$ cat config.mk
export PLATFORM = sky130hd
export DESIGN_NAME = contour_shape_feature_accumulator_unit
export DESIGN_NICKNAME = d
export VERILOG_FILES = /design/src/hw/rtl/csfa_pkg.sv /design/src/hw/rtl/contour_shape_feature_accumulator_unit.sv
export SDC_FILE = /design/constraint.sdc
export NUM_CORES = 1
export LEC_CHECK = 0
export BUFFER_PORTS_ARGS = -buffer_cell sky130_fd_sc_hd__buf_2
export CELL_PAD_IN_SITES_DETAIL_PLACEMENT = 1
export CELL_PAD_IN_SITES_GLOBAL_PLACEMENT = 1
export CORE_MARGIN = 3
export CORE_UTILIZATION = 52
export CTS_CLUSTER_SIZE = 25
export DETAILED_ROUTE_END_ITERATION = 10
export PLACE_DENSITY_LB_ADDON = 0.1
export SLEW_MARGIN = 20
export SYNTH_ARGS = -nofsm -noshare
export SYNTH_HDL_FRONTEND = slang
export SYNTH_SLANG_ARGS = --single-unit
$ cat constraint.sdc
create_clock -name clk_i -period 15.6 [get_ports clk_i]
set_clock_uncertainty 0.05 [all_clocks]
set_input_delay 3.12 -clock clk_i [delete_from_list [all_inputs] [get_ports clk_i]]
set_output_delay 3.12 -clock clk_i [all_outputs]
set_load 0.03 [all_outputs]
$ cat src/hw/rtl/csfa_pkg.sv
// Package with the beat types, direction codes and corner table of the contour accumulator.
`timescale 1ns / 1ps

package csfa_pkg;

  localparam int unsigned CoordBits     = 12;
  localparam int unsigned MaxPointsLog2 = 20;

  localparam int unsigned CoordFieldW = 12;
  localparam int unsigned CntFieldW   = 21;
  localparam int unsigned AreaW       = 28;
  localparam int unsigned SumW        = 32;
  localparam int unsigned CntW        = MaxPointsLog2 + 1;
  localparam int unsigned CornerW     = 4;

  localparam logic [CntW-1:0] PointLimit = {1'b1, {MaxPointsLog2{1'b0}}};

  typedef enum logic [3:0] {
    DIR_NONE  = 4'd0,
    DIR_NX_NY = 4'd1,
    DIR_NX_ZY = 4'd2,
    DIR_NX_PY = 4'd3,
    DIR_ZX_PY = 4'd4,
    DIR_PX_PY = 4'd5,
    DIR_PX_ZY = 4'd6,
    DIR_PX_NY = 4'd7,
    DIR_ZX_NY = 4'd8
  } dir_e;

  typedef enum logic [1:0] {
    STATUS_OK       = 2'd0,
    STATUS_REPEAT   = 2'd1,
    STATUS_OVERFLOW = 2'd2
  } status_e;

  typedef struct packed {
    logic [CoordFieldW-1:0] x_coord;
    logic [CoordFieldW-1:0] y_coord;
    logic                   last_point;
  } csfa_in_t;

  typedef struct packed {
    logic signed [AreaW-1:0] area_eighths;
    logic [CntFieldW-1:0]    straight_steps;
    logic [CntFieldW-1:0]    diagonal_steps;
    logic [CntFieldW-1:0]    point_count;
    logic [CoordFieldW-1:0]  min_x;
    logic [CoordFieldW-1:0]  max_x;
    logic [CoordFieldW-1:0]  min_y;
    logic [CoordFieldW-1:0]  max_y;
    logic [SumW-1:0]         sum_x;
    logic [SumW-1:0]         sum_y;
    status_e                 status;
  } csfa_out_t;

  typedef struct packed {
    dir_e             code;
    logic [AreaW-1:0] term;
    logic             diag;
  } step_t;

  localparam logic [CornerW-1:0] CornerTab [9][9] = '{
    '{4'd0, 4'd0, 4'd0, 4'd0, 4'd0, 4'd0, 4'd0, 4'd0, 4'd0},
    '{4'd0, 4'd4, 4'd5, 4'd6, 4'd7, 4'd8, 4'd0, 4'd2, 4'd3},
    '{4'd0, 4'd3, 4'd4, 4'd5, 4'd6, 4'd7, 4'd8, 4'd0, 4'd0},
    '{4'd0, 4'd2, 4'd3, 4'd4, 4'd5, 4'd6, 4'd7, 4'd8, 4'd0},
    '{4'd0, 4'd0, 4'd0, 4'd3, 4'd4, 4'd5, 4'd6, 4'd7, 4'd8},
    '{4'd0, 4'd8, 4'd0, 4'd2, 4'd3, 4'd4, 4'd5, 4'd6, 4'd7},
    '{4'd0, 4'd7, 4'd8, 4'd0, 4'd0, 4'd3, 4'd4, 4'd5, 4'd6},
    '{4'd0, 4'd6, 4'd7, 4'd8, 4'd0, 4'd2, 4'd3, 4'd4, 4'd5},
    '{4'd0, 4'd5, 4'd6, 4'd7, 4'd8, 4'd0, 4'd0, 4'd3, 4'd4}
  };

  // The trapezoid term is 8*y of the end point, less 4 going up and plus 4 going down,
  // negated for steps toward smaller x and zero for vertical steps.
  function automatic step_t classify(logic [CoordBits-1:0] ax, logic [CoordBits-1:0] ay,
                                     logic [CoordBits-1:0] bx, logic [CoordBits-1:0] by);
    step_t            s;
    logic [AreaW-1:0] t;
    t = AreaW'({by, 3'b000});
    if (by > ay) begin
      t = t - AreaW'(4);
    end else if (by < ay) begin
      t = t + AreaW'(4);
    end
    s.diag = (bx != ax) && (by != ay);
    if (bx > ax) begin
      s.code = (by > ay) ? DIR_PX_PY : ((by < ay) ? DIR_PX_NY : DIR_PX_ZY);
      s.term = t;
    end else if (bx < ax) begin
      s.code = (by > ay) ? DIR_NX_PY : ((by < ay) ? DIR_NX_NY : DIR_NX_ZY);
      s.term = AreaW'(0) - t;
    end else begin
      s.code = (by > ay) ? DIR_ZX_PY : ((by < ay) ? DIR_ZX_NY : DIR_NONE);
      s.term = AreaW'(0);
    end
    return s;
  endfunction

  function automatic logic [AreaW-1:0] corner(dir_e a, dir_e b);
    logic [AreaW-1:0] c;
    if (a > DIR_ZX_NY || b > DIR_ZX_NY) begin
      c = AreaW'(0);
    end else begin
      c = AreaW'(CornerTab[a][b]);
    end
    return c;
  endfunction

endpackage

$ cat src/hw/rtl/contour_shape_feature_accumulator_unit.sv
// Contour area, step count, bounding box and coordinate sum accumulator for closed chains.
// Order: a point beat is registered in the input register on acceptance and folded into the
// chain state when it advances; a last point's advance loads the result beat into out_q.
// Throughput: one point per cycle; a last point waits in the input register only while an
// earlier result beat is still not taken.
// Reset: rst_ni clears the handshake state and all chain accumulators at once.
`timescale 1ns / 1ps

module contour_shape_feature_accumulator_unit import csfa_pkg::*; (
  input  logic      clk_i,
  input  logic      rst_ni,
  input  logic      in_valid_i,
  output logic      in_ready_o,
  input  csfa_in_t  in_data_i,
  output logic      out_valid_o,
  input  logic      out_ready_i,
  output csfa_out_t out_data_o
);

  localparam logic [CoordBits-1:0] CoordMax = {CoordBits{1'b1}};

  csfa_in_t  in_q;
  logic      in_vld_q;
  csfa_out_t out_q, out_d;
  logic      out_vld_q;
  logic      advance;

  logic [CoordBits-1:0] first_x_q, first_y_q, prev_x_q, prev_y_q;
  logic [CoordBits-1:0] first_x_d, first_y_d, prev_x_d, prev_y_d;
  logic [CoordBits-1:0] min_x_q, max_x_q, min_y_q, max_y_q;
  logic [CoordBits-1:0] min_x_d, max_x_d, min_y_d, max_y_d;
  dir_e                 first_dir_q, prev_dir_q, first_dir_d, prev_dir_d;
  logic [AreaW-1:0]     area_q, area_d;
  logic [CntW-1:0]      straight_q, straight_d, diagonal_q, diagonal_d, cnt_q, cnt_d;
  logic [SumW-1:0]      sum_x_q, sum_y_q, sum_x_d, sum_y_d;
  status_e              err_q, err_d;

  logic [CoordBits-1:0] x, y;
  step_t                stp, cls;

  assign advance    = in_vld_q && (!in_q.last_point || !out_vld_q || out_ready_i);
  assign in_ready_o = !in_vld_q || advance;

  always_comb begin
    x = in_q.x_coord[CoordBits-1:0];
    y = in_q.y_coord[CoordBits-1:0];
    first_x_d   = first_x_q;
    first_y_d   = first_y_q;
    prev_x_d    = prev_x_q;
    prev_y_d    = prev_y_q;
    first_dir_d = first_dir_q;
    prev_dir_d  = prev_dir_q;
    area_d      = area_q;
    straight_d  = straight_q;
    diagonal_d  = diagonal_q;
    cnt_d       = cnt_q;
    min_x_d     = min_x_q;
    max_x_d     = max_x_q;
    min_y_d     = min_y_q;
    max_y_d     = max_y_q;
    sum_x_d     = sum_x_q;
    sum_y_d     = sum_y_q;
    err_d       = err_q;

    stp = classify(prev_x_q, prev_y_q, x, y);

    if (cnt_q >= PointLimit) begin
      if (err_q == STATUS_OK) begin
        err_d = STATUS_OVERFLOW;
      end
    end else begin
      if (cnt_q == '0) begin
        first_x_d = x;
        first_y_d = y;
      end else if (err_q == STATUS_OK) begin
        if (stp.code == DIR_NONE) begin
          err_d = STATUS_REPEAT;
        end else begin
          area_d = area_q + stp.term;
          if (stp.diag) begin
            diagonal_d = diagonal_q + CntW'(1);
          end else begin
            straight_d = straight_q + CntW'(1);
          end
          if (cnt_q == CntW'(1)) begin
            first_dir_d = stp.code;
          end else begin
            area_d = area_d + corner(prev_dir_q, stp.code);
          end
          prev_dir_d = stp.code;
        end
      end
      prev_x_d = x;
      prev_y_d = y;
      if (x < min_x_q) min_x_d = x;
      if (x > max_x_q) max_x_d = x;
      if (y < min_y_q) min_y_d = y;
      if (y > max_y_q) max_y_d = y;
      sum_x_d = sum_x_q + SumW'(x);
      sum_y_d = sum_y_q + SumW'(y);
      cnt_d   = cnt_q + CntW'(1);
    end

    // The closing step runs from the newest point back to the first one.
    cls = classify(prev_x_d, prev_y_d, first_x_d, first_y_d);

    if (in_q.last_point && err_d == STATUS_OK) begin
      if (cls.code == DIR_NONE) begin
        err_d = STATUS_REPEAT;
      end else begin
        area_d = area_d + cls.term;
        if (cls.diag) begin
          diagonal_d = diagonal_d + CntW'(1);
        end else begin
          straight_d = straight_d + CntW'(1);
        end
        if (cnt_d >= CntW'(2)) begin
          area_d = area_d + corner(prev_dir_d, cls.code) + corner(cls.code, first_dir_d);
        end
      end
    end

    out_d.area_eighths   = (err_d == STATUS_OK) ? area_d : '0;
    out_d.straight_steps = (err_d == STATUS_OK) ? CntFieldW'(straight_d) : '0;
    out_d.diagonal_steps = (err_d == STATUS_OK) ? CntFieldW'(diagonal_d) : '0;
    out_d.point_count    = CntFieldW'(cnt_d);
    out_d.min_x          = CoordFieldW'(min_x_d);
    out_d.max_x          = CoordFieldW'(max_x_d);
    out_d.min_y          = CoordFieldW'(min_y_d);
    out_d.max_y          = CoordFieldW'(max_y_d);
    out_d.sum_x          = sum_x_d;
    out_d.sum_y          = sum_y_d;
    out_d.status         = err_d;

    if (in_q.last_point) begin
      first_x_d   = '0;
      first_y_d   = '0;
      prev_x_d    = '0;
      prev_y_d    = '0;
      first_dir_d = DIR_NONE;
      prev_dir_d  = DIR_NONE;
      area_d      = '0;
      straight_d  = '0;
      diagonal_d  = '0;
      cnt_d       = '0;
      min_x_d     = CoordMax;
      max_x_d     = '0;
      min_y_d     = CoordMax;
      max_y_d     = '0;
      sum_x_d     = '0;
      sum_y_d     = '0;
      err_d       = STATUS_OK;
    end
  end

  always_ff @(posedge clk_i or negedge rst_ni) begin
    if (!rst_ni) begin
      in_vld_q  <= 1'b0;
      out_vld_q <= 1'b0;
    end else begin
      if (in_ready_o) begin
        in_vld_q <= in_valid_i;
      end
      if (advance && in_q.last_point) begin
        out_vld_q <= 1'b1;
      end else if (out_ready_i) begin
        out_vld_q <= 1'b0;
      end
    end
  end

  always_ff @(posedge clk_i) begin
    if (in_ready_o && in_valid_i) begin
      in_q <= in_data_i;
    end
    if (advance && in_q.last_point) begin
      out_q <= out_d;
    end
  end

  always_ff @(posedge clk_i or negedge rst_ni) begin
    if (!rst_ni) begin
      first_x_q   <= '0;
      first_y_q   <= '0;
      prev_x_q    <= '0;
      prev_y_q    <= '0;
      first_dir_q <= DIR_NONE;
      prev_dir_q  <= DIR_NONE;
      area_q      <= '0;
      straight_q  <= '0;
      diagonal_q  <= '0;
      cnt_q       <= '0;
      min_x_q     <= CoordMax;
      max_x_q     <= '0;
      min_y_q     <= CoordMax;
      max_y_q     <= '0;
      sum_x_q     <= '0;
      sum_y_q     <= '0;
      err_q       <= STATUS_OK;
    end else if (advance) begin
      first_x_q   <= first_x_d;
      first_y_q   <= first_y_d;
      prev_x_q    <= prev_x_d;
      prev_y_q    <= prev_y_d;
      first_dir_q <= first_dir_d;
      prev_dir_q  <= prev_dir_d;
      area_q      <= area_d;
      straight_q  <= straight_d;
      diagonal_q  <= diagonal_d;
      cnt_q       <= cnt_d;
      min_x_q     <= min_x_d;
      max_x_q     <= max_x_d;
      min_y_q     <= min_y_d;
      max_y_q     <= max_y_d;
      sum_x_q     <= sum_x_d;
      sum_y_q     <= sum_y_d;
      err_q       <= err_d;
    end
  end

  assign out_valid_o = out_vld_q;
  assign out_data_o  = out_q;

endmodule

# After elaboration in Yosys (flattened, before gate mapping)
# Memories as Yosys holds them, arrays and structs flattened.
# Cells that the tools add are included.
[word_totals]
register_bits = 493
rom_bits = 1728
inputBits = 29
output_inout_bits = 207
wordCells = 235
memories = 3
[memory_table]
columns = ["memory", "depth", "width", "rd", "rd_clocked_by_memory_dff", "wr", "line", "rtl"]
rows = [
  ["(name not given)", 16, 36, 1, 0, 0, "csfa_pkg.sv:105", "c = AreaW'(CornerTab[a][b]);"],
  ["(name not given)", 16, 36, 1, 0, 0, "csfa_pkg.sv:105", ""],
  ["(name not given)", 16, 36, 1, 0, 0, "csfa_pkg.sv:105", ""],
]
[classes]
addsub = 18
n_lt_le_gt_ge = 24
eq_ne = 5
muxes = 125
n_bitwise = 5
n_reduce_logical = 22
[ops]
columns = ["operator", "count"]
rows = [
  ["two-way mux 28 bit", 22],
  ["two-way mux 21 bit", 20],
  ["two-way mux 12 bit", 22],
  ["two-way mux 32 bit", 8],
  ["two-way mux 36 bit", 6],
  ["adder 28 bit", 5],
  ["adder 21 x 1 -> 21 bit, second input constant", 5],
  ["two-way mux 4 bit", 24],
  ["greater-than comparator 12 bit", 6],
  ["< comparator 12 bit", 6],
  ["adder 32 x 12 -> 32 bit", 2],
  ["subtractor 1 x 28 -> 28 bit, first input constant", 2],
  ["binary-select mux 4 bit (select 4 bit)", 3],
  ["!= test 12 bit", 4],
  ["adder 15 x 3 -> 16 bit, second input constant", 2],
  ["two-way mux 16 bit", 2],
  ["subtractor 15 x 3 -> 16 bit, second input constant", 2],
  ["two-way mux 2 bit", 14],
  [">= comparator 5 bit, second input constant", 5],
  ["inverter 4 -> 5 bit", 5],
  ["equality test 21 x 1 -> 1 bit, second input constant", 1],
  [">= comparator 21 x 2 -> 1 bit, second input constant", 1],
  [">= comparator 21 bit, second input constant", 1],
  ["logical NOT 21 bit", 1],
  ["other kinds (8)", 30],
]

# Longest topological paths before layout
# Gate-level depths: netlist of run 1.
[logic_depth]
word_depth = 29
mapped_depth = 42
mapped_depth_nobuf = 37

# Least setup slack after synthesis of run 1
# No wires, ideal clock.
[synth_path]
kind = "input to register"
from = "input port out_ready_i"
to = "register out_q (netlist bit out_data_o[0]) (enable)"
setup_ns = 0.779
t_arrival_ns = 12.099
required_ns = 14.771
slack_ns = 2.672
cell_stages = 4
path_buffers = 1
cell_sequence = "or3_1 > nand2_1 > clkbuf_1 > nor2_1"
[synth_via]
elab_chain_len = 3
[synth_lines]
columns = ["item", "line", "rtl"]
rows = [
  ["from (decl)", "contour_shape_feature_accumulator_unit.sv:16", "input logic out_ready_i,"],
  ["logical OR 1 bit", "contour_shape_feature_accumulator_unit.sv:41", "assign advance = in_vld_q && (!in_q.last_point || !out_vld_q || out_ready_i);"],
  ["logical AND 1 bit", "contour_shape_feature_accumulator_unit.sv:41", ""],
  ["logical AND 1 bit", "contour_shape_feature_accumulator_unit.sv:176", "if (advance && in_q.last_point) begin"],
  ["to (signal assigned)", "contour_shape_feature_accumulator_unit.sv:177", "out_q <= out_d;"],
  ["to (decl)", "contour_shape_feature_accumulator_unit.sv:24", "csfa_out_t out_q, out_d;"],
]
# Every way passes these cells.
# A chain may end at the register's enable or synchronous reset.

# Worst setup path in the final report of run 1
[layout_path]
from = "register cnt_q[3]"
to = "register out_q (netlist bit out_data_o[204]), data pin"
[layout_via]
elab_chain_len = 23
word_cells_on_any_way = 83
cone_classes = "add/sub (7); order compare (9); eq/ne (1); mux (54); bitwise (3); reduce/logical (7); memory (2)"
[layout_lines]
columns = ["item", "line", "rtl"]
rows = [
  ["from (decl)", "contour_shape_feature_accumulator_unit.sv:34", "logic [CntW-1:0] straight_q, straight_d, diagonal_q, diagonal_d, cnt_q, cnt_d;"],
  ["from (signal assigned)", "contour_shape_feature_accumulator_unit.sv:210", "cnt_q <= cnt_d;"],
  ["parallel branches: the longest is 23 deep, another holds subtractor 1 x 28 -> 28 bit", "n/a", ""],
]
# Several ways; the timed one is not identified. The select of a mux whose other input is x is not followed.

==> results of run 1 <==
Yosys cell counts (29+ instances only):
library cell and count:
sky130_fd_sc_hd__nand2_1 456, sky130_fd_sc_hd__o21ai_0 337, sky130_fd_sc_hd__nor2_1 272, sky130_fd_sc_hd__dfrtp_1 239
sky130_fd_sc_hd__edfxtp_1 230, sky130_fd_sc_hd__ha_1 213, sky130_fd_sc_hd__a21oi_1 197, sky130_fd_sc_hd__clkbuf_1 179
sky130_fd_sc_hd__xnor2_1 170, sky130_fd_sc_hd__inv_1 162, sky130_fd_sc_hd__nand3_1 117, sky130_fd_sc_hd__xor2_1 96
sky130_fd_sc_hd__a21o_1 75, sky130_fd_sc_hd__nor3_1 69, sky130_fd_sc_hd__mux2i_1 58, sky130_fd_sc_hd__a22o_1 55
sky130_fd_sc_hd__o31ai_1 53, sky130_fd_sc_hd__nand4_1 51, sky130_fd_sc_hd__and3_1 44, sky130_fd_sc_hd__a31oi_1 43
sky130_fd_sc_hd__or3_1 38, sky130_fd_sc_hd__nor4_1 35, sky130_fd_sc_hd__o22ai_1 31, sky130_fd_sc_hd__nand2b_1 29
power groups by stage:
stage	Clock, W	Sequential, W	Combinational, W
finish	0.00133	0.00183	0.00433
global route	0.00139	0.00185	0.00474
CTS	0.00134	0.00182	0.00427
detailed placement	0	0.00184	0.00423
global placement	0	0.00182	0.00407
floorplan	0	0.00193	0.00297
through the flow:
step	hold WS [ns]	utilization, %	setup slack, ns	cell area [sq um]	total power, W
floorplan	0.4002	-	2.672	33710	0.004903
global placement	0.4138	55.78	5.448	35510	0.005894
detailed placement	0.4267	55.79	5.281	35520	0.006066
CTS	0.4409	58.62	5.175	37310	0.007435
global route	0.4719	58.68	4.296	37350	0.007980
finish	0.4428	58.68	4.902	37350	0.007478
layer usage:
layer	wire (um)	track usage (%)
met2	57420	58.51
met3	6658	4.144
met4	3515	11.20
met1	50020	44.69
met5	0	0
worst max-delay path, delay by kind of cell (launching register included):
kind                       cells  cell delay (ns)
buffers and inverters          4             0.85
AOI/OAI and AO/OA              9             3.02
and+or+nand+nor               10             3.59
DFF                            1             0.46
xor gates and xnor gates       1             0.31
muxes                          1             0.74
adders and majority gates      4             1.43
flip-flops by register name, summed over array words and instances (netlist names):
name	cells
max_y_q	12
x	12
max_x_q	12
first_dir_q	4
sum_x_q	32
prev_y_q	12
diagonal_q	21
in_q	1
y	12
straight_q	21
err_q	2
area_q	28
min_x_q	12
first_x_q	12
out_valid_o	1
prev_dir_q	4
prev_x_q	12
out_data_o	205
min_y_q	12
first_y_q	12
sum_y_q	32
cnt_q	21
in_vld_q	1
final cells by class:
type	count	area [sq um]	share of cell area, %
repair buffers	282	1539	4.120
clock buffers	73	1484	3.973
clock inverters	29	312.8	0.8374
multi-input cells	2846	18800	50.34
inverters	168	630.6	1.688
diodes	1	2.502	0.006699
well taps	846	1059	2.834
flip-flops and latches	493	13520	36.20
path summary, 6_finish.rpt:
check                                         startpoint                            end  slack [ns]  depth (start not counted)
worst max-delay path                cnt_q[3]$_DFFE_PN0P_  out_data_o[204]$_SDFFCE_PP0P_        4.90                         29
worst min-delay path            first_x_q[0]$_DFFE_PN0P_       first_x_q[0]$_DFFE_PN0P_        0.44                          2
worst max register to register      cnt_q[3]$_DFFE_PN0P_  out_data_o[204]$_SDFFCE_PP0P_        4.90                         29
worst min register to register  first_x_q[0]$_DFFE_PN0P_       first_x_q[0]$_DFFE_PN0P_        0.44                          2
max in group asynchronous                         rst_ni       first_y_q[0]$_DFFE_PN0P_       11.54                          2
min in group asynchronous                         rst_ni        sum_y_q[14]$_DFFE_PN0P_        2.42                          1
cells by family (layout without fill, tap and decap cells):
kind of cell	count (synthesis)	in the layout	share of synthesized area, %
and+or+nand+nor	1248	1248	17.84
xor gates and xnor gates	267	267	6.978
DFF	493	493	40.10
AOI/OAI and AO/OA	1022	1022	19.44
buffers and inverters	386	552	4.413
other	0	1	0
muxes	86	86	2.732
adders and majority gates	223	223	8.500
==> run_summary.xml, run 1 <==
<?xml version="1.0" encoding="UTF-8"?>
<metrics>
  <group name="clocking">
    <metric name="tritoncts" unit="">done</metric>
    <metric name="clockRootBuffer" unit="">sky130_fd_sc_hd__clkbuf_16</metric>
    <metric name="clk_latency" unit="ns">0.64</metric>
    <metric name="cts.reportedPaths.clkPinSlew" unit="ns">0.06</metric>
    <metric name="clock_sinks" unit="">493</metric>
    <metric name="cts-root-to-sink-buffers" unit="">3</metric>
    <metric name="number_of_buffers_created_by_cts" unit="">54</metric>
    <metric name="post_cts_hold_buffer_count" unit="">0</metric>
    <metric name="htree_levels" unit="">2</metric>
    <metric name="cts_post_setup_buffers_inserted" unit="">0</metric>
    <metric name="post_cts_repair_resize_count" unit="">0</metric>
  </group>
  <group name="timing">
    <metric name="totalNegativeSetupSlack" unit="ns">0</metric>
    <metric name="setup_violators_final" unit="">0</metric>
    <metric name="tightestPinTransition" unit="ns">1.133</metric>
    <metric name="maxSlewViolCount" unit="">0</metric>
    <metric name="setup_repair_after_global_routing_missed_its_margin" unit="">false</metric>
    <metric name="fin_crit" unit="ns">10.70</metric>
    <metric name="final.period_utilization" unit="%">68.58</metric>
    <metric name="fmaxAchievable" unit="GHz">0.09347</metric>
    <metric name="max-slew-margin-rel" unit="%">23.75</metric>
    <metric name="final-hold-violation-count" unit="">0</metric>
  </group>
  <group name="pwr">
    <metric name="power.combinational.fraction" unit="%">57.8</metric>
    <metric name="clkPwrFrac" unit="%">17.7</metric>
    <metric name="internal_power" unit="W">0.003978</metric>
    <metric name="p_sw" unit="W">0.003500</metric>
    <metric name="power.sequential.fraction" unit="%">24.4</metric>
    <metric name="switching_share" unit="%">46.81</metric>
    <metric name="cellPowerDensity" unit="mW/mm^2">200.2</metric>
    <metric name="p_leak" unit="nW">15.92</metric>
    <metric name="ir_worst_vdd" unit="mV">0.2372</metric>
  </group>
  <group name="cells_and_area">
    <metric name="layout_common_cells" unit="">454 x sky130_fd_sc_hd__nand2_1, 336 x sky130_fd_sc_hd__o21ai_0, 270 x sky130_fd_sc_hd__nor2_1</metric>
    <metric name="mostFrequentLayoutCell" unit="">sky130_fd_sc_hd__nand2_1</metric>
    <metric name="final_net_count" unit="">4097</metric>
    <metric name="stdcell_count" unit="">4738</metric>
    <metric name="fill_cells" unit="">7309</metric>
    <metric name="area_growth" unit="%">10.82</metric>
    <metric name="layout-drive-gt1-share" unit="%">12.18</metric>
  </group>
  <group name="place">
    <metric name="detailedPlacementHpwl" unit="mm">82.89</metric>
    <metric name="global_placer_s_final_weighted_congestion" unit="">0.9541</metric>
    <metric name="place_inst" unit="">4635</metric>
    <metric name="io_buffer_count" unit="">235</metric>
  </group>
  <group name="grt">
    <metric name="global_route_total_overflow" unit="">0</metric>
    <metric name="gr-usage-all-layers" unit="%">34.03</metric>
    <metric name="number_of_antenna_violations_at_the_first_check_in_global_routing" unit="">0</metric>
    <metric name="maximum_number_of_pins_on_one_net_before_global_route_repair" unit="">83</metric>
    <metric name="grt_pass1_vias" unit="">31760</metric>
    <metric name="wire_length_of_the_first_global_routing_pass" unit="mm">183.1</metric>
  </group>
  <group name="die">
    <metric name="core" unit="sq mm">0.06366</metric>
    <metric name="dieWidth" unit="um">260.6</metric>
    <metric name="floorplan.io_pins" unit="">236</metric>
    <metric name="initial_utilization" unit="%">52.95</metric>
    <metric name="std_cell_rows" unit="">92</metric>
    <metric name="floorplan.die.height" unit="um">260.6</metric>
    <metric name="design.die.area" unit="sq mm">0.06791</metric>
  </group>
  <group name="synthesis">
    <metric name="synth_top_cell_area_share" unit="%">20.49</metric>
    <metric name="synth.top_cells.by_area" unit="">sky130_fd_sc_hd__edfxtp_1 20%, sky130_fd_sc_hd__dfrtp_1 18%, sky130_fd_sc_hd__ha_1 7.9%</metric>
    <metric name="synth-seq-area-share" unit="%">40.10</metric>
    <metric name="post_synth_inst_count" unit="">3725</metric>
    <metric name="synth.lib_cells_used.distinct" unit="">105</metric>
    <metric name="postSynthNetCount" unit="">3977</metric>
    <metric name="synth.cell_area" unit="sq mm">0.03371</metric>
    <metric name="yosys.area.top_type" unit="">sky130_fd_sc_hd__edfxtp_1</metric>
    <metric name="ffs_latches_synth" unit="">493</metric>
    <metric name="ys_dominant_reg_cell" unit="">sky130_fd_sc_hd__dfrtp_1</metric>
    <metric name="async_reset_ff_share" unit="%">53.35</metric>
    <metric name="yosysWarningCount" unit="">0</metric>
    <metric name="synth_edf_count" unit="">230</metric>
    <metric name="synth.avg_cell_area" unit="sq um">9.049</metric>
  </group>
  <group name="worst_hold_path">
    <metric name="hold_path.class" unit="">flop to flop</metric>
  </group>
  <group name="job">
    <metric name="number_of_maximum_capacitance_violations" unit="">0</metric>
  </group>
  <group name="setup_path">
    <metric name="critical-path-top-cell-by-count" unit="">sky130_fd_sc_hd__inv_1</metric>
    <metric name="worst-path-max-fanout" unit="">34</metric>
    <metric name="crit_required" unit="ns">16.03</metric>
    <metric name="slowest_delay" unit="ns">1.02</metric>
    <metric name="cp-start-kind" unit="">flop</metric>
    <metric name="arrival_time_of_data_at_the_critical_path_endpoint" unit="ns">11.12</metric>
    <metric name="cpMaxStageDelayCell" unit="">sky130_fd_sc_hd__nand3_2</metric>
    <metric name="category_of_the_worst_setup_path_capture_point" unit="">flop</metric>
    <metric name="timing.setup.critical_path_class" unit="">flop to flop</metric>
  </group>
  <group name="status">
    <metric name="outcome" unit="">finished clean</metric>
  </group>
  <group name="routing">
    <metric name="drt_wl_cell" unit="um">24.82</metric>
    <metric name="detail_route.drc_violations" unit="">0</metric>
    <metric name="route.antenna.remaining_nets" unit="">0</metric>
    <metric name="drt-total-wl" unit="mm">117.6</metric>
    <metric name="vias_per_instance" unit="">6.420</metric>
    <metric name="drt_pre_antenna_iters" unit="">6</metric>
    <metric name="detailroute.via_count" unit="">30420</metric>
    <metric name="drt-initial-drc-count" unit="">2709</metric>
  </group>
</metrics>
Power figures use the tool's default switching activity.
==> inputs of run 2 (changes only) <==
--- a/config.mk
+++ b/config.mk
@@ -9,7 +9,7 @@
 export CELL_PAD_IN_SITES_DETAIL_PLACEMENT = 1
 export CELL_PAD_IN_SITES_GLOBAL_PLACEMENT = 1
 export CORE_MARGIN = 3
-export CORE_UTILIZATION = 52
+export CORE_UTILIZATION = 43
 export CTS_CLUSTER_SIZE = 25
 export DETAILED_ROUTE_END_ITERATION = 10
 export PLACE_DENSITY_LB_ADDON = 0.1
==> constraint.sdc (replaced) <==
create_clock -name clk_i -period 9.6 [get_ports clk_i]
set_clock_uncertainty 0.05 [all_clocks]
set_input_delay 1.92 -clock clk_i [delete_from_list [all_inputs] [get_ports clk_i]]
set_output_delay 1.92 -clock clk_i [all_outputs]
set_load 0.03 [all_outputs]
==> run 2 against run 1 <==
Net effect:
- combinational power is 60% higher
- routed wire length is 3.9% lower
- core utilization is 9.5 points lower
- cell area is 2.1% higher
- register-to-register slack worse by 4.3 ns
- via count is 4.7% lower
- critical path depth is 5 higher
==> run_summary.xml, run 2 (synthesis results as in run 1) <==
<?xml version="1.0" encoding="UTF-8"?>
<metrics>
  <group name="routing">
    <metric name="drt-total-wl" unit="mm">113.0</metric>
    <metric name="vias_per_instance" unit="">5.814</metric>
    <metric name="drt_wl_cell" unit="um">22.66</metric>
    <metric name="detail_route.drc_violations" unit="">0</metric>
    <metric name="drt-initial-drc-count" unit="">2009</metric>
    <metric name="detailroute.via_count" unit="">29000</metric>
    <metric name="route.antenna.remaining_nets" unit="">0</metric>
    <metric name="drt_pre_antenna_iters" unit="">5</metric>
  </group>
  <group name="setup_path">
    <metric name="crit_required" unit="ns">10.05</metric>
    <metric name="cpMaxStageDelayCell" unit="">sky130_fd_sc_hd__fa_1</metric>
    <metric name="critical-path-top-cell-by-count" unit="">sky130_fd_sc_hd__nand2_1</metric>
    <metric name="timing.setup.critical_path_class" unit="">flop to flop</metric>
    <metric name="category_of_the_worst_setup_path_capture_point" unit="">flop</metric>
    <metric name="worst-path-max-fanout" unit="">23</metric>
    <metric name="slowest_delay" unit="ns">0.54</metric>
    <metric name="cp-start-kind" unit="">flop</metric>
    <metric name="arrival_time_of_data_at_the_critical_path_endpoint" unit="ns">9.48</metric>
  </group>
  <group name="timing">
    <metric name="final-hold-violation-count" unit="">0</metric>
    <metric name="fin_crit" unit="ns">9.032</metric>
    <metric name="maxSlewViolCount" unit="">0</metric>
    <metric name="max-slew-margin-rel" unit="%">28.36</metric>
    <metric name="tightestPinTransition" unit="ns">1.065</metric>
    <metric name="final.period_utilization" unit="%">94.08</metric>
    <metric name="setup_violators_final" unit="">0</metric>
    <metric name="fmaxAchievable" unit="GHz">0.1107</metric>
  </group>
  <group name="die">
    <metric name="core" unit="sq mm">0.07759</metric>
    <metric name="std_cell_rows" unit="">102</metric>
    <metric name="floorplan.io_pins" unit="">236</metric>
    <metric name="floorplan.die.height" unit="um">286.0</metric>
    <metric name="initial_utilization" unit="%">43.44</metric>
    <metric name="design.die.area" unit="sq mm">0.08178</metric>
    <metric name="dieWidth" unit="um">286.0</metric>
  </group>
  <group name="pwr">
    <metric name="clkPwrFrac" unit="%">18.8</metric>
    <metric name="internal_power" unit="W">0.006601</metric>
    <metric name="switching_share" unit="%">45.64</metric>
    <metric name="p_leak" unit="nW">16.22</metric>
    <metric name="ir_worst_vdd" unit="mV">0.1939</metric>
    <metric name="power.combinational.fraction" unit="%">57.1</metric>
    <metric name="power.sequential.fraction" unit="%">24.1</metric>
    <metric name="cellPowerDensity" unit="mW/mm^2">318.4</metric>
    <metric name="p_sw" unit="W">0.005543</metric>
  </group>
  <group name="grt">
    <metric name="number_of_antenna_violations_at_the_first_check_in_global_routing" unit="">3</metric>
    <metric name="global_route_total_overflow" unit="">0</metric>
    <metric name="wire_length_of_the_first_global_routing_pass" unit="mm">175.5</metric>
    <metric name="gr-usage-all-layers" unit="%">27.12</metric>
    <metric name="maximum_number_of_pins_on_one_net_before_global_route_repair" unit="">87</metric>
    <metric name="grt_pass1_vias" unit="">29400</metric>
  </group>
  <group name="place">
    <metric name="place_inst" unit="">4877</metric>
    <metric name="global_placer_s_final_weighted_congestion" unit="">0.9068</metric>
    <metric name="io_buffer_count" unit="">235</metric>
    <metric name="detailedPlacementHpwl" unit="mm">82.38</metric>
    <metric name="place_area" unit="sq mm">0.03613</metric>
  </group>
  <group name="clocking">
    <metric name="cts_post_setup_buffers_inserted" unit="">0</metric>
    <metric name="clockRootBuffer" unit="">sky130_fd_sc_hd__clkbuf_16</metric>
    <metric name="clock_sinks" unit="">493</metric>
    <metric name="htree_levels" unit="">2</metric>
    <metric name="number_of_buffers_created_by_cts" unit="">57</metric>
    <metric name="cts.reportedPaths.clkPinSlew" unit="ns">0.07</metric>
    <metric name="clk_latency" unit="ns">0.64</metric>
    <metric name="cts-root-to-sink-buffers" unit="">3</metric>
    <metric name="tritoncts" unit="">done</metric>
  </group>
  <group name="cells_and_area">
    <metric name="mostFrequentLayoutCell" unit="">sky130_fd_sc_hd__nand2_1</metric>
    <metric name="stdcell_count" unit="">4988</metric>
    <metric name="multiInputGateArea" unit="sq mm">0.01883</metric>
    <metric name="largest_register_ff_count" unit="">205</metric>
    <metric name="area_growth" unit="%">13.15</metric>
    <metric name="final_net_count" unit="">4148</metric>
    <metric name="layout-drive-gt1-share" unit="%">13.64</metric>
    <metric name="layout_common_cells" unit="">453 x sky130_fd_sc_hd__nand2_1, 333 x sky130_fd_sc_hd__o21ai_0, 270 x sky130_fd_sc_hd__nor2_1</metric>
    <metric name="sequential_cell_area" unit="sq mm">0.01352</metric>
    <metric name="finalInstanceArea" unit="sq mm">0.03814</metric>
    <metric name="fill_cells" unit="">8987</metric>
  </group>
  <group name="status">
    <metric name="outcome" unit="">finished clean</metric>
  </group>
  <group name="job">
    <metric name="number_of_maximum_capacitance_violations" unit="">0</metric>
  </group>
  <group name="worst_hold_path">
    <metric name="hold_path.class" unit="">flop to flop</metric>
  </group>
</metrics>
[run 2: worst max-delay path, delay by kind of cell, from the launching register on]
kind	cells	cell delay, ns
and+or+nand+nor	14	3.03
DFF	1	0.48
buffers and inverters	5	1.22
xor gates and xnor gates	1	0.28
adders and majority gates	5	1.88
AOI/OAI and AO/OA	9	1.93
[run 2: metrics by stage]
stage | power [W] | hold slack [ns] | worst slack, ns | utilization, % | TNS (ns)
final | 0.01214 | 0.4456 | 0.5679 | 49.15 | 0
after global routing | 0.01309 | 0.4661 | -0.03840 | 49.15 | -0.03840
after CTS | 0.01216 | 0.4496 | 0.2875 | 49.07 | 0
after detailed placement | 0.009810 | 0.4335 | 0.3781 | 46.57 | 0
after global placement | 0.009686 | 0.4165 | 0.5109 | 46.57 | 0
after floorplan | 0.007961 | 0.4002 | 1.381 | - | 0
[run 2: final cells by class]
| cell class | count | area share (%) |
|---|---|---|
| Multi-Input combinational cell | 2846 | 49.38 |
| Sequential cell | 493 | 35.45 |
| Timing Repair Buffer | 330 | 4.980 |
| Clock buffer | 73 | 4.002 |
| Tap cell | 1040 | 3.412 |
| Inverter | 168 | 1.663 |
| Clock inverter | 35 | 1.089 |
| Antenna cell | 3 | 0.01968 |
[run 2: timing repair]
| item | in CTS | in global routing |
|---|---|---|
| hold buffers | 0 | 0 |
| endpoints found under the hold margin | 0 | 0 |
| gates resized for setup | 0 | 15 |
| endpoints found under the setup margin | 0 | 10 |
[run 2: path summary, 6_finish.rpt]
path                                           from                             to  slack, ns  cells past startpoint
setup reg to reg              cnt_q[16]$_DFFE_PN0P_  out_data_o[204]$_SDFFCE_PP0P_       0.57                     34
max in group asynchronous                    rst_ni         area_q[12]$_DFFE_PN0P_       6.70                      2
setup / recovery              cnt_q[16]$_DFFE_PN0P_  out_data_o[204]$_SDFFCE_PP0P_       0.57                     34
hold / removal             first_x_q[0]$_DFFE_PN0P_       first_x_q[0]$_DFFE_PN0P_       0.45                      2
min in group asynchronous                    rst_ni        sum_y_q[19]$_DFFE_PN0P_       1.23                      1
hold reg to reg            first_x_q[0]$_DFFE_PN0P_       first_x_q[0]$_DFFE_PN0P_       0.45                      2
[run 2: power by group through the flow]
stage	Sequential, W	Clock (W)	Combinational [W]
floorplan	0.00313	0	0.00483
global placement	0.00296	0	0.00672
detailed placement	0.00297	0	0.00684
CTS	0.00293	0.00234	0.00690
global route	0.00297	0.00241	0.00771
finish	0.00293	0.00228	0.00693
[run 2: per-layer routing]
metal	track usage, %	part of all wire (%)	vias up
met5	0	0	-
met4	7.549	2.8	0
met3	4.000	4.6	148
met2	44.44	46	598
met1	37.38	46	14420
li1	-	-	13830
